## src/rtl/core/dth_pkg.sv

```systemverilog
// ----------------------------------------------------------------------------
// dth_pkg
// Shared types, codes and the heap key order for the deadline timer heap.
// ----------------------------------------------------------------------------
package dth_pkg;

	localparam int NUM_IDS = 64;
	localparam int MAX_RES = 64;

	typedef enum logic [1:0] {
		OP_ARM     = 2'd0,
		OP_ABANDON = 2'd1,
		OP_EXPIRE  = 2'd2,
		OP_CANCEL  = 2'd3
	} op_t;

	typedef enum logic [2:0] {
		ST_ARMED     = 3'd0,
		ST_CLOSED    = 3'd1,
		ST_ID_BUSY   = 3'd2,
		ST_FULL      = 3'd3,
		ST_EXPIRED   = 3'd4,
		ST_CANCELLED = 3'd5,
		ST_ABANDONED = 3'd6,
		ST_NOTHING   = 3'd7
	} status_t;

	typedef struct packed {
		logic [1:0]         action;
		logic [5:0]         timer_id;
		logic signed [63:0] deadline;
		logic signed [63:0] now;
		logic [6:0]         budget;
	} in_item_t;

	typedef struct packed {
		logic [2:0]         status;
		logic [5:0]         timer_id_res;
		logic               last_of_run;
		logic               has_due;
		logic [6:0]         pending_count;
		logic               next_valid;
		logic signed [63:0] head_deadline;
	} out_item_t;

	// classified command handed from the front to the back
	typedef struct packed {
		op_t                op;
		logic [5:0]         timer_id;
		logic signed [63:0] deadline;
		logic signed [63:0] now;
		logic [6:0]         budget;
	} cmd_t;

	typedef struct packed {
		logic signed [63:0] dl;
		logic [63:0]        seq;
		logic [5:0]         tid;
	} heap_entry_t;

	typedef enum logic [3:0] {
		B_IDLE,
		B_AB_SLOT,
		B_RM_RD,
		B_RM_GOT,
		B_SUP_RD,
		B_SUP_CMP,
		B_SDN_RD,
		B_SDN_CMP,
		B_POP_CHK,
		B_EM_RD,
		B_EM_OUT
	} back_state_t;

	function automatic logic key_before(heap_entry_t a, heap_entry_t b);
		if (a.dl != b.dl)
			return a.dl < b.dl;
		return a.seq < b.seq;
	endfunction

endpackage

```

## src/rtl/core/dth_front.sv

```systemverilog
// ----------------------------------------------------------------------------
// dth_front
// Accepts input beats, decodes the action, saturates the budget and queues
// the commands in a two-entry queue toward the heap engine.
// ----------------------------------------------------------------------------
module dth_front (
	input  logic              clk,
	input  logic              arst_n,
	input  logic              in_valid,
	output logic              in_ready,
	input  dth_pkg::in_item_t in_item,
	output logic              q_valid,
	input  logic              q_ready,
	output dth_pkg::cmd_t     q_cmd
);
	import dth_pkg::*;

	cmd_t       buf_q [2];
	logic       wr_ptr_q;
	logic       rd_ptr_q;
	logic [1:0] cnt_q;
	cmd_t       cls;
	logic       push;
	logic       pop;

	always_comb begin
		cls.op       = op_t'(in_item.action);
		cls.timer_id = in_item.timer_id;
		cls.deadline = in_item.deadline;
		cls.now      = in_item.now;
		cls.budget   = (in_item.budget > 7'(MAX_RES)) ? 7'(MAX_RES) : in_item.budget;
	end

	assign in_ready = (cnt_q != 2'd2);
	assign q_valid  = (cnt_q != 2'd0);
	assign q_cmd    = buf_q[rd_ptr_q];
	assign push     = in_valid && in_ready;
	assign pop      = q_valid && q_ready;

	always_ff @(posedge clk) begin
		if (push)
			buf_q[wr_ptr_q] <= cls;
	end

	always_ff @(posedge clk or negedge arst_n) begin
		if (!arst_n) begin
			wr_ptr_q <= 1'b0;
			rd_ptr_q <= 1'b0;
			cnt_q    <= 2'd0;
		end else begin
			if (push)
				wr_ptr_q <= ~wr_ptr_q;
			if (pop)
				rd_ptr_q <= ~rd_ptr_q;
			cnt_q <= cnt_q + 2'(push) - 2'(pop);
		end
	end

endmodule

```

## config.mk

```make
export PLATFORM = sky130hd
export DESIGN_NAME = dth_front
export DESIGN_NICKNAME = d
export VERILOG_FILES = /design/src/rtl/core/dth_pkg.sv /design/src/rtl/core/dth_front.sv
export SDC_FILE = /design/constraint.sdc
export NUM_CORES = 1
export LEC_CHECK = 0
export CORE_UTILIZATION = 30
export DETAILED_ROUTE_END_ITERATION = 16
export DONT_BUFFER_PORTS = 1
export PLACE_DENSITY_LB_ADDON = 0.2
export SLEW_MARGIN = 20
export SYNTH_ARGS = -nofsm -noshare
export SYNTH_HDL_FRONTEND = slang
export SYNTH_SLANG_ARGS = --single-unit
```

## constraint.sdc

```tcl
create_clock -name clk -period 9.5 [get_ports clk]
set_input_delay 0.95 -clock clk [delete_from_list [all_inputs] [get_ports clk]]
set_output_delay 0.95 -clock clk [all_outputs]
set_load 0.02 [all_outputs]
```

== Yosys cells after proc, flatten, opt, wreduce, memory -nomap -nowiden ==
Memories as Yosys holds them, arrays and structs flattened.
Cells that the tools add are included.
Word-level totals
  register bits: 4
  bits of input ports: 147
  memories: 1
  ROM bits: 0
  bits in latches: 0
  output and inout bits: 145
  bits in writable memories: 286
  logic and storage cells: 16
Memory list
  buf_q: depth 2, bits a word 143, read ports 1, clocked after memory_dff 0, write ports 1, line dth_front.sv:18  | cmd_t buf_q [2];
Operators by class
  multipliers: 0
  muxes and demuxes: 3
  equality and inequality tests: 1
  reduce and logical (&&, ||, !) cells: 3
  $add $sub $neg: 2
  bitwise gates (word level): 2
  shift operators: 0
  magnitude comparators: 1
  div/mod/pow operators: 0
Operator list (count)
  $gt A7 B7 Y1 const B: 1
  $mux W7: 1
  $add A2 B1 Y2: 1
  $logic_and A1 B1 Y1: 2
  $mux W1: 2
  $ne A2 B2 Y1 const B: 1
  $not A1 Y1: 2
  $reduce_bool A2 Y1: 1
  $sub A2 B1 Y2: 1

== Logic depth before layout (Yosys ltp) ==
Gate-level depths: netlist (run 1).
  depth in word-level cells: 4
  gate-level depth with buffers: 5
  depth with buffers taken out: 5

== Least setup slack after synthesis (run 1) ==
Ideal clock, no wire load.
  kind: input to register
  start point: input in_valid
  end point: memory buf_q[0][0] in the netlist's numbering (enable)
  setup time: 0.647 ns
  path slack: 1.884 ns
  stages: 2
  arrival time: 6.969 ns
  required time: 8.853 ns
  buffers on the path: 0
  path through: nand2_1 nor2_1
On the way
  longest elaborated chain between the ends: 3
RTL lines
  from (decl): line dth_front.sv:9  | input logic in_valid,
  $logic_and A1 B1 Y1: line dth_front.sv:37  | assign push = in_valid && in_ready;
  $mux W1: line dth_front.sv:41  | if (push)
  $mux W1 (not written as such): line dth_front.sv:42  | buf_q[wr_ptr_q] <= cls;
  to (decl): line dth_front.sv:18
No other way between the ends.

==> summary.txt, run 1 <==
GRT
  – First-pass GRT wire length: 28.4 mm
  – Vias in the first global route: 4,658
  – Tot GR Track Use: 10.7%
  – Grt ovf: 0
  – Initial antenna violation count: 0
  – Pin count of the biggest net entering global routing: 75

Cells and area
  – Multi-input gate area: 2000 um2
  – FILL cells: 3,253
  – Nets: 647
  – Diode count: 0
  – Share of post-route cells with drive strength above 1: 38.7%
  – Final Core Density: 35.1%
  – Register Area: 8690 um2
  – Area delta synth->final: 15.0%

Die
  – # rows: 69
  – Die width: 192 um
  – Die H: 192 um
  – I/O pin cnt: 292
  – Core box area: 35,500 um2
  – Total die area: 36,800 um2
  – Initial Util: 30.5%

Power
  – Tot Pwr: 4.31 mW
  – Comb pwr share: 28.0%
  – Sw frac: 31.9%
  – Internal power: 2.93 mW
  – Seq pwr share: 43.0%
  – Clock power share: 29.0%
  – Leakage dissipation: 4.17 nW
  – P_sw: 1.37 mW
  – Worst vdd ir: 0.191 mV
  – Pwr/cell area: 346 nW/um2

Clocking
  – CTS resizes: 0
  – Cts hold-fix bufs: 0
  – Clk sinks: 290
  – H-tree depth: 2
  – Cts bufs inserted: 34
  – Worst-Skew Late Latency: 520 ps
  – Clock Path Buffers: 3
  – Post-CTS setup buffers: 0
  – Clock root cell: clkbuf_16
  – CTS tree: built
  – Reg clk slew, reported paths: 50 ps

Detailed routing
  – Initial DRT Pass Iterations: 3
  – WL/cell: 20.7 um
  – Remaining DRCs: 0
  – DRT antenna net count: 0
  – Initial detailed-routing violation count: 118
  – Routed vias: 4,338
  – Drt via density: 4.40
  – Routed wire length: 20.4 mm

Timing
  – Final period util: 38.0%
  – Worst Max-Slew Pin Slew: 1030 ps
  – Worst setup margin: 5890 ps
  – Worst hold slack: 123 ps
  – Worst slew margin: 31.5%
  – Slew Viols, Final: 0
  – Min Tclk post-route: 3610 ps
  – RSZ-0062 raised after global routing: false
  – Final setup violation count: 0
  – Final setup TNS: 0 ps
  – Final Skew: 15.3 ps
  – Fmax: 277 MHz
  – Hold Fails Final Rpt: 0

Synthesis
  – Fraction of registers with async set/reset: 1.38%
  – Post-synthesis sequential area ratio: 80.3%
  – Cell Area, Synth: 10,800 um2
  – Largest area contributor in the netlist: edfxtp_1
  – Yosys warnings: 0
  – Count of cell types in the netlist: 20
  – Avg Inst Size Synth: 22.8 um2
  – Post-synthesis register bit count: 290
  – Top-area cell type share of the netlist area: 79.4%
  – Syn_nets: 622
  – Most frequent cell after synthesis: edfxtp_1
  – Area contributors post-synth: edfxtp_1, mux2_2, mux2_4, dfrtp_1, buf_6
  – Cell count after synthesis: 474
  – Ys flop type: edfxtp_1
  – Post-synth top cells: edfxtp_1, mux2_2, mux2_4
  – Post-synth EDFFs: 286

Setup path
  – Crit path max-delay family: buffers and inverters
  – Max incr delay on CP: 820 ps
  – Setup CP Type: flop to output port
  – Slowest CP cell: buf_4
  – CP max FO: 69
  – Crit path launch type: flop
  – Worst setup EP type: output port
  – Bufs and invs on worst path: 1
  – Crit-path cells: buf_4, mux2_2
  – CP arrival: 2660 ps
  – Critical Path RT: 8550 ps

Placed design
  – PortBufs: 0
  – Placement Setup Slack: 6300 ps
  – Placer Congestion: 0.739
  – DP HPWL: 13.6 mm

Status
  – Outcome: finished, final reports clean

Job
  – Number of max-cap violations: 0

Min path
  – Worst Hold Class: primary input to asynchronous set/reset pin
through the flow:
| step | cell area, um2 | instances |
|---|---|---|
| after CTS | 12400 | 985 |
| after floorplan | 10800 | 474 |
| after global placement | 11300 | 923 |
| final | 12400 | 986 |
| after detailed placement | 11300 | 923 |
| after global routing | 12400 | 986 |
layout make-up:
type | count | share of cell area (%)
sequential | 290 | 69.9
tap | 461 | 4.64
multi-input combinational | 167 | 16.1
clock buffer | 41 | 7.57
clock inverter | 21 | 1.27
timing repair buffer | 6 | 0.523
final timing paths:
check,start,end,slack [ps],cells past startpoint
max,rd_ptr_q,q_cmd[134],5890,2
min reg2reg,wr_ptr_q,wr_ptr_q,570,1
min in group clk,in_item[35],buf_q[1][35],520,0
max reg2reg,cnt_q[0],buf_q[1][97],6690,4
min,arst_n,wr_ptr_q,120,0
max in group asynchronous,arst_n,rd_ptr_q,9290,0
logic make-up after synthesis:
family / after synthesis / share of synthesized area (%)
xor gates and xnor gates: 3 / 0.243
AOI/OAI and AO/OA: 4 / 0.289
and+or+nand+nor: 16 / 0.798
buffers and inverters: 17 / 1.24
adders and majority gates: 1 / 0.116
DFF: 290 / 80.3
muxes: 143 / 17.0
per-layer routing:
layer / vias to the layer above / part of all wire [%] / track usage (%)
met5: - / 0 / 0
met2: 215 / 49 / 17.9
met3: 45 / 15 / 7.03
li1: 1940 / - / -
met1: 2138 / 33 / 10.0
met4: 0 / 2.9 / 5.13
registers in the layout (all words and copies together), names as in the netlist:
signal    count
cnt_q         2
wr_ptr_q      1
rd_ptr_q      1
buf_q       286
placed cells by master (no fill, tap or decap), types with 2 or more instances in the layout:
cell type	Yosys	layout
buf_4	0	5
bufinv_16	0	2
clkbuf_1	1	4
clkbuf_16	0	37
clkinv_1	0	9
clkinv_2	0	6
dfrtp_1	4	3
edfxtp_1	286	286
inv_6	0	2
mux2_2	83	83
mux2_4	60	60
nand2_1	2	2
nor2_1	3	2
nor2b_1	7	7
xnor2_1	3	3
power by group through the flow:
stage / clock (mW) / sequential [mW] / combinational, mW
after floorplan: 0 / 1.88 / 1.08
after global routing: 1.34 / 1.88 / 1.28
final: 1.25 / 1.85 / 1.21
after CTS: 1.29 / 1.86 / 1.23
after detailed placement: 0 / 1.89 / 1.23
after global placement: 0 / 1.87 / 1.21
Power figures use the tool's default switching activity.
==> run 2: changes to the inputs <==
==> constraint.sdc (replaced) <==
create_clock -name clk -period 3.5 [get_ports clk]
set_input_delay 0.35 -clock clk [delete_from_list [all_inputs] [get_ports clk]]
set_output_delay 0.35 -clock clk [all_outputs]
set_load 0.02 [all_outputs]
==> run 2 against run 1 <==
Compared with the run above: sequential power grew to 2.7 times the previous value; critical path type unchanged; largest power group unchanged; count of clock-buffer cells in the layout fell by 6; critical endpoint is now q_cmd[141]; global-route usage fell by 0.099 points; final cell count increased by 14%; die area stayed put; largest cell class unchanged; hold slack worse by 79 ps.
==> summary.txt, run 2 (synthesized netlist as in run 1, its figures left out) <==
Status
  – Outcome: finished, final reports clean

Die
  – Die H: 192 um
  – Initial Util: 30.5%
  – Die width: 192 um
  – Core box area: 35,500 um2
  – # rows: 69
  – Total die area: 36,800 um2
  – I/O pin cnt: 292

Timing
  – Final Skew: 6.08 ps
  – Hold Fails Final Rpt: 0
  – RSZ-0062 raised after global routing: false
  – Worst slew margin: 60.5%
  – Worst Max-Slew Pin Slew: 593 ps
  – Final setup violation count: 0
  – Slew Viols, Final: 0
  – Worst hold slack: 43.8 ps
  – Final setup TNS: 0 ps
  – Fmax: 392 MHz
  – Min Tclk post-route: 2550 ps
  – Final period util: 72.9%

Setup path
  – Critical Path RT: 3150 ps
  – CP arrival: 2200 ps
  – CP max FO: 41
  – Critical path startpoint: rd_ptr_q
  – Crit-path cells: buf_12, mux2_2
  – Worst setup EP type: output port
  – Crit path launch type: flop
  – Setup CP Type: flop to output port
  – Max incr delay on CP: 820 ps
  – Slowest CP cell: dfrtp_4
  – R2R Path Start: cnt_q[0]

GRT
  – Grt ovf: 0
  – Vias in the first global route: 5,237
  – Initial antenna violation count: 3
  – First-pass GRT wire length: 29.8 mm
  – Tot GR Track Use: 10.6%
  – Pin count of the biggest net entering global routing: 79

Clocking
  – Cts bufs inserted: 30
  – CTS resizes: 0
  – Clk sinks: 290
  – Worst-Skew Late Latency: 550 ps
  – Reg clk slew, reported paths: 60 ps
  – Clock Path Buffers: 3
  – Post-CTS setup buffers: 0
  – Clock root cell: clkbuf_16
  – H-tree depth: 1
  – Cts hold-fix bufs: 139
  – CTS tree: built

Power
  – Pwr/cell area: 847 nW/um2
  – Leakage dissipation: 4.73 nW
  – Worst vdd ir: 0.515 mV

Min path
  – Hold_sp: in_valid
  – Worst Hold Class: primary input to flop

Cells and area
  – FILL cells: 3,157
  – Share of post-route cells with drive strength above 1: 29.7%
  – Reg with most FFs: buf_q
  – Max FFs per register: 286
  – Commonest non-fill, non-tap cell in the layout: edfxtp_1
  – Non-filler instance count after layout: 1,123
  – Biggest registers after layout: buf_q x286, cnt_q x2
  – Nets: 783
  – Most frequent cells in the layout: edfxtp_1, dlygate4sd3_1, mux2_2
  – Final Core Density: 38.9%
  – Area delta synth->final: 27.8%

Detailed routing
  – WL/cell: 18.1 um
  – DRT antenna net count: 0
  – Routed vias: 4,826
  – Initial detailed-routing violation count: 175
  – Routed wire length: 20.3 mm
  – Remaining DRCs: 0
  – Initial DRT Pass Iterations: 4
  – Drt via density: 4.30

Job
  – Number of max-cap violations: 0

Placed design
  – DP HPWL: 13.3 mm
  – PortBufs: 0
  – DP Cell Count: 925
  – Placer Congestion: 0.695
-- run 2: cell types whose count changed in the layout (fill, tap and decap cells not counted), sizes merged --
cell         before  now
buf               6    7
clkbuf           41   35
clkinvlp          1    0
dlygate4sd3       0  139
inv               2    0
diode             0    3
bufinv            2    5
-- run 2: final cells by class --
class                           count  area, um2  share of cell area [%]
Timing Repair Buffer              146       1530                    11.1
Tap cell                          461        577                    4.17
Multi-Input combinational cell    167       2000                    14.5
Clock buffer                       35        791                    5.72
Antenna cell                        3       7.51                  0.0543
Clock inverter                     21        216                    1.57
Sequential cell                   290       8690                    62.9
-- run 2: worst paths after layout --
path,endpoint,slack (ps),cells after the start
setup / recovery,q_cmd[141],950,2
hold / removal,wr_ptr_q,40,2
setup reg to reg,buf_q[0][78],1320,4
hold reg to reg,wr_ptr_q,550,1
max in group asynchronous,rd_ptr_q,3190,1
min in group asynchronous,wr_ptr_q,90,1
-- run 2: power by group --
part	leakage, nW	switching, mW	total [mW]	internal [mW]
Clock	0.494	1.23	3.19	1.97
Sequential	2.71	0.273	5.02	4.74
Combinational	1.52	2.20	3.50	1.31
-- run 2: per-layer routing --
layer	GRT usage [%]	vias up	wire, um
met4	3.97	0	500
met3	3.73	33	1870
met1	11.8	2403	7690
li1	-	2206	-
met2	18.5	184	10300
met5	0	-	0
-- run 2: critical path, delay by kind of cell, from the launching register on --
family | cells | cell delay (ps)
flip-flops | 1 | 820
buffers and inverters | 1 | 350
multiplexers | 1 | 440
-- run 2: stage by stage --
| stage | setup slack [ps] | instance area, um2 | power [mW] |
|---|---|---|---|
| global route | 827 | 13800 | 12.2 |
| finish | 949 | 13800 | 11.7 |
| global placement | 1410 | 11400 | 8.46 |
| detailed placement | 1330 | 11400 | 8.53 |
| CTS | 876 | 13800 | 11.9 |
| floorplan | 116 | 10800 | 7.94 |
==> run 3: changes to the inputs <==
--- a/config.mk
+++ b/config.mk
@@ -5,6 +5,7 @@
 export SDC_FILE = /design/constraint.sdc
 export NUM_CORES = 1
 export LEC_CHECK = 0
+export ABC_AREA = 1
 export CORE_UTILIZATION = 30
 export DETAILED_ROUTE_END_ITERATION = 16
 export DONT_BUFFER_PORTS = 1
==> constraint.sdc (replaced) <==
create_clock -name clk -period 2.5 [get_ports clk]
set_input_delay 0.25 -clock clk [delete_from_list [all_inputs] [get_ports clk]]
set_output_delay 0.25 -clock clk [all_outputs]
set_load 0.02 [all_outputs]
==> run 3 against run 2 <==
Compared with the run above: wire length rose by 14%; clock power grew 34%; sequential power is 37% higher; hold slack improved by 110 ps; critical path type unchanged; largest power group unchanged.
==> summary.txt, run 3 <==
Setup path
  – Crit path top cell by count: nand2_1
  – Crit path max-delay family: buffers and inverters
  – R2R Path Start: cnt_q[1]
  – Crit-path cells: buf_12, nand2_1, nand2_1, buf_4
  – CP arrival: 1990 ps
  – Reg2reg setup slack: 800 ps
  – Bufs and invs on worst path: 2
  – Worst reg2reg path depth: 4
  – Worst setup EP type: output port
  – Crit path capture: q_cmd[66]
  – Worst R2R End: buf_q[1][96]
  – Critical path startpoint: rd_ptr_q
  – Slowest CP cell: buf_12
  – Critical Path RT: 2250 ps
  – CP max FO: 143
  – Setup CP Type: flop to output port
  – Max incr delay on CP: 470 ps
  – Crit path launch type: flop
  – CP Depth: 4

GRT
  – Tot GR Track Use: 12.3%
  – First-pass GRT wire length: 34.4 mm
  – Vias in the first global route: 6,153
  – Initial antenna violation count: 2
  – Pin count of the biggest net entering global routing: 144
  – Grt ovf: 0

Cells and area
  – Register Area: 8690 um2
  – Share of post-route cells with drive strength above 1: 6.22%
  – Reg with most FFs: buf_q
  – Final Core Density: 39.5%
  – FILL cells: 3,259
  – Most frequent cells in the layout: nand2_1, edfxtp_1, dlygate4sd3_1
  – Biggest registers after layout: buf_q x286, cnt_q x2
  – Area delta synth->final: 28.3%
  – Commonest non-fill, non-tap cell in the layout: nand2_1
  – Non-filler instance count after layout: 1,437
  – Multi-input gate area: 1780 um2
  – Nets: 1,107
  – Max FFs per register: 286

Timing
  – Worst hold slack: 153 ps
  – Final setup TNS: 0 ps
  – Worst slew margin: 50.2%
  – Slew Viols, Final: 0
  – Final setup violation count: 0
  – Worst Max-Slew Pin Slew: 747 ps
  – Hold Fails Final Rpt: 0
  – RSZ-0062 raised after global routing: false
  – Final Skew: 17.7 ps
  – Fmax: 446 MHz
  – Final period util: 89.7%
  – Worst setup margin: 257 ps
  – Min Tclk post-route: 2240 ps

Synthesis
  – Fraction of registers with async set/reset: 1.38%
  – Post-synthesis register bit count: 290
  – Largest area contributor in the netlist: edfxtp_1
  – Count of cell types in the netlist: 15
  – Post-synthesis sequential area ratio: 81.2%
  – Cell count after synthesis: 795
  – Syn_nets: 943
  – Yosys warnings: 0
  – Most frequent cell after synthesis: nand2_1
  – Post-synth top cells: nand2_1, edfxtp_1, buf_2
  – Avg Inst Size Synth: 13.5 um2
  – Ys flop type: edfxtp_1
  – Post-synth EDFFs: 286
  – Cell Area, Synth: 10,700 um2
  – Area contributors post-synth: edfxtp_1, nand2_1, buf_2, dfrtp_1, buf_6
  – Top-area cell type share of the netlist area: 80.2%

Die
  – I/O pin cnt: 292
  – # rows: 68
  – Core box area: 34,800 um2
  – Die width: 191 um
  – Die H: 191 um
  – Total die area: 36,400 um2
  – Initial Util: 30.8%

Min path
  – Worst Hold Class: primary input to flop
  – Hold_sp: in_item[1]

Power
  – P_sw: 6.24 mW
  – Seq pwr share: 41.7%
  – Comb pwr share: 32.3%
  – Clock power share: 25.9%
  – Pwr/cell area: 1200 nW/um2
  – Worst vdd ir: 0.719 mV
  – Internal power: 10.2 mW
  – Leakage dissipation: 5.29 nW
  – Sw frac: 37.9%

Clocking
  – H-tree depth: 1
  – Worst-Skew Late Latency: 560 ps
  – Clock root cell: clkbuf_16
  – CTS resizes: 0
  – Post-CTS setup buffers: 0
  – Clk sinks: 290
  – Clock Path Buffers: 3
  – Cts bufs inserted: 30
  – Reg clk slew, reported paths: 60 ps
  – CTS tree: built

Detailed routing
  – Initial detailed-routing violation count: 310
  – Routed wire length: 23.2 mm
  – WL/cell: 16.2 um
  – Routed vias: 6,164
  – Initial DRT Pass Iterations: 4
  – Drt via density: 4.29
  – DRT antenna net count: 0
  – Remaining DRCs: 0

Placed design
  – DP Cell Count: 1,235
  – Placement Setup Slack: 820 ps
  – PortBufs: 0
  – DP HPWL: 14.2 mm
  – Placer Congestion: 0.676

Status
  – Outcome: finished, final reports clean

Job
  – Number of max-cap violations: 0
==> run 3: cell types whose count changed after synthesis, sizes merged, moves of 2 or more <==
cell	change
nand2	+436
mux2	-143
xnor2	-3
a21oi	+7
nor2	+5
nand3	+2
buf	+15
nor2b	-7
inv	+14
==> run 3: cell families after synthesis <==
logic type	synth area share (%)
XOR/XNOR	0.0818
flip-flops	81.2
buffers and inverters	2.49
AO/OA/AOI/OAI	0.374
AND/OR/NAND/NOR	15.8
adder cells (fa/ha/maj)	0.117
==> run 3: power groups by stage <==
stage	registers, mW	clock network, mW	logic (mW)
6_report	6.87	4.27	5.33
5_1_grt	6.97	4.59	5.83
4_1_cts	6.88	4.40	5.50
3_5_place_dp	6.98	0	5.27
3_3_place_gp	6.97	0	5.27
2_1_floorplan	6.99	0	4.04
==> run 3: stage by stage <==
| step | total power, mW | instance area, um2 |
|---|---|---|
| 6_report | 16.5 | 13700 |
| 5_1_grt | 17.4 | 13700 |
| 4_1_cts | 16.8 | 13700 |
| 3_5_place_dp | 12.2 | 11300 |
| 3_3_place_gp | 12.2 | 11300 |
| 2_1_floorplan | 11.0 | 10700 |
==> run 3: how the worst min path moves through the flow <==
stage | to | slack, ps | cells after the start
finish | buf_q[1][5] | 150 | 3
global route | buf_q[0][2] | 180 | 3
CTS | buf_q[1][5] | 120 | 3
detailed placement | wr_ptr_q | -50 | 0
global placement | wr_ptr_q | -50 | 0
floorplan | cnt_q[0] | -50 | 0
==> run 3: worst reg2reg max path: stages (launching register included) <==
cell     delay [ps]
dfrtp_1         440
nand2_4         160
nand2_4          90
nor2_4          170
buf_12          350
==> run 3: what timing repair did <==
item	4_1_cts	5_1_grt
hold buffers	147	0
hold endpoints to repair	294	0
endpoints found under the setup margin	0	0
==> run 3: layer usage <==
| layer | wire [um] | vias to the layer above | track usage (%) |
|---|---|---|---|
| met4 | 505 | 0 | 3.48 |
| met3 | 2020 | 37 | 4.55 |
| li1 | - | 3009 | - |
| met5 | 0 | - | 0 |
| met1 | 9470 | 2922 | 14.4 |
| met2 | 11200 | 196 | 20.9 |
==> run 3: area by class of cell <==
cell class / count / area share, %
timing repair buffer: 164 / 12.3
antenna: 2 / 0.0364
inverter: 14 / 0.401
tap: 455 / 4.15
multi-input combinational: 459 / 13.0
clock inverter: 14 / 1.01
clock buffer: 39 / 5.87
sequential: 290 / 63.3
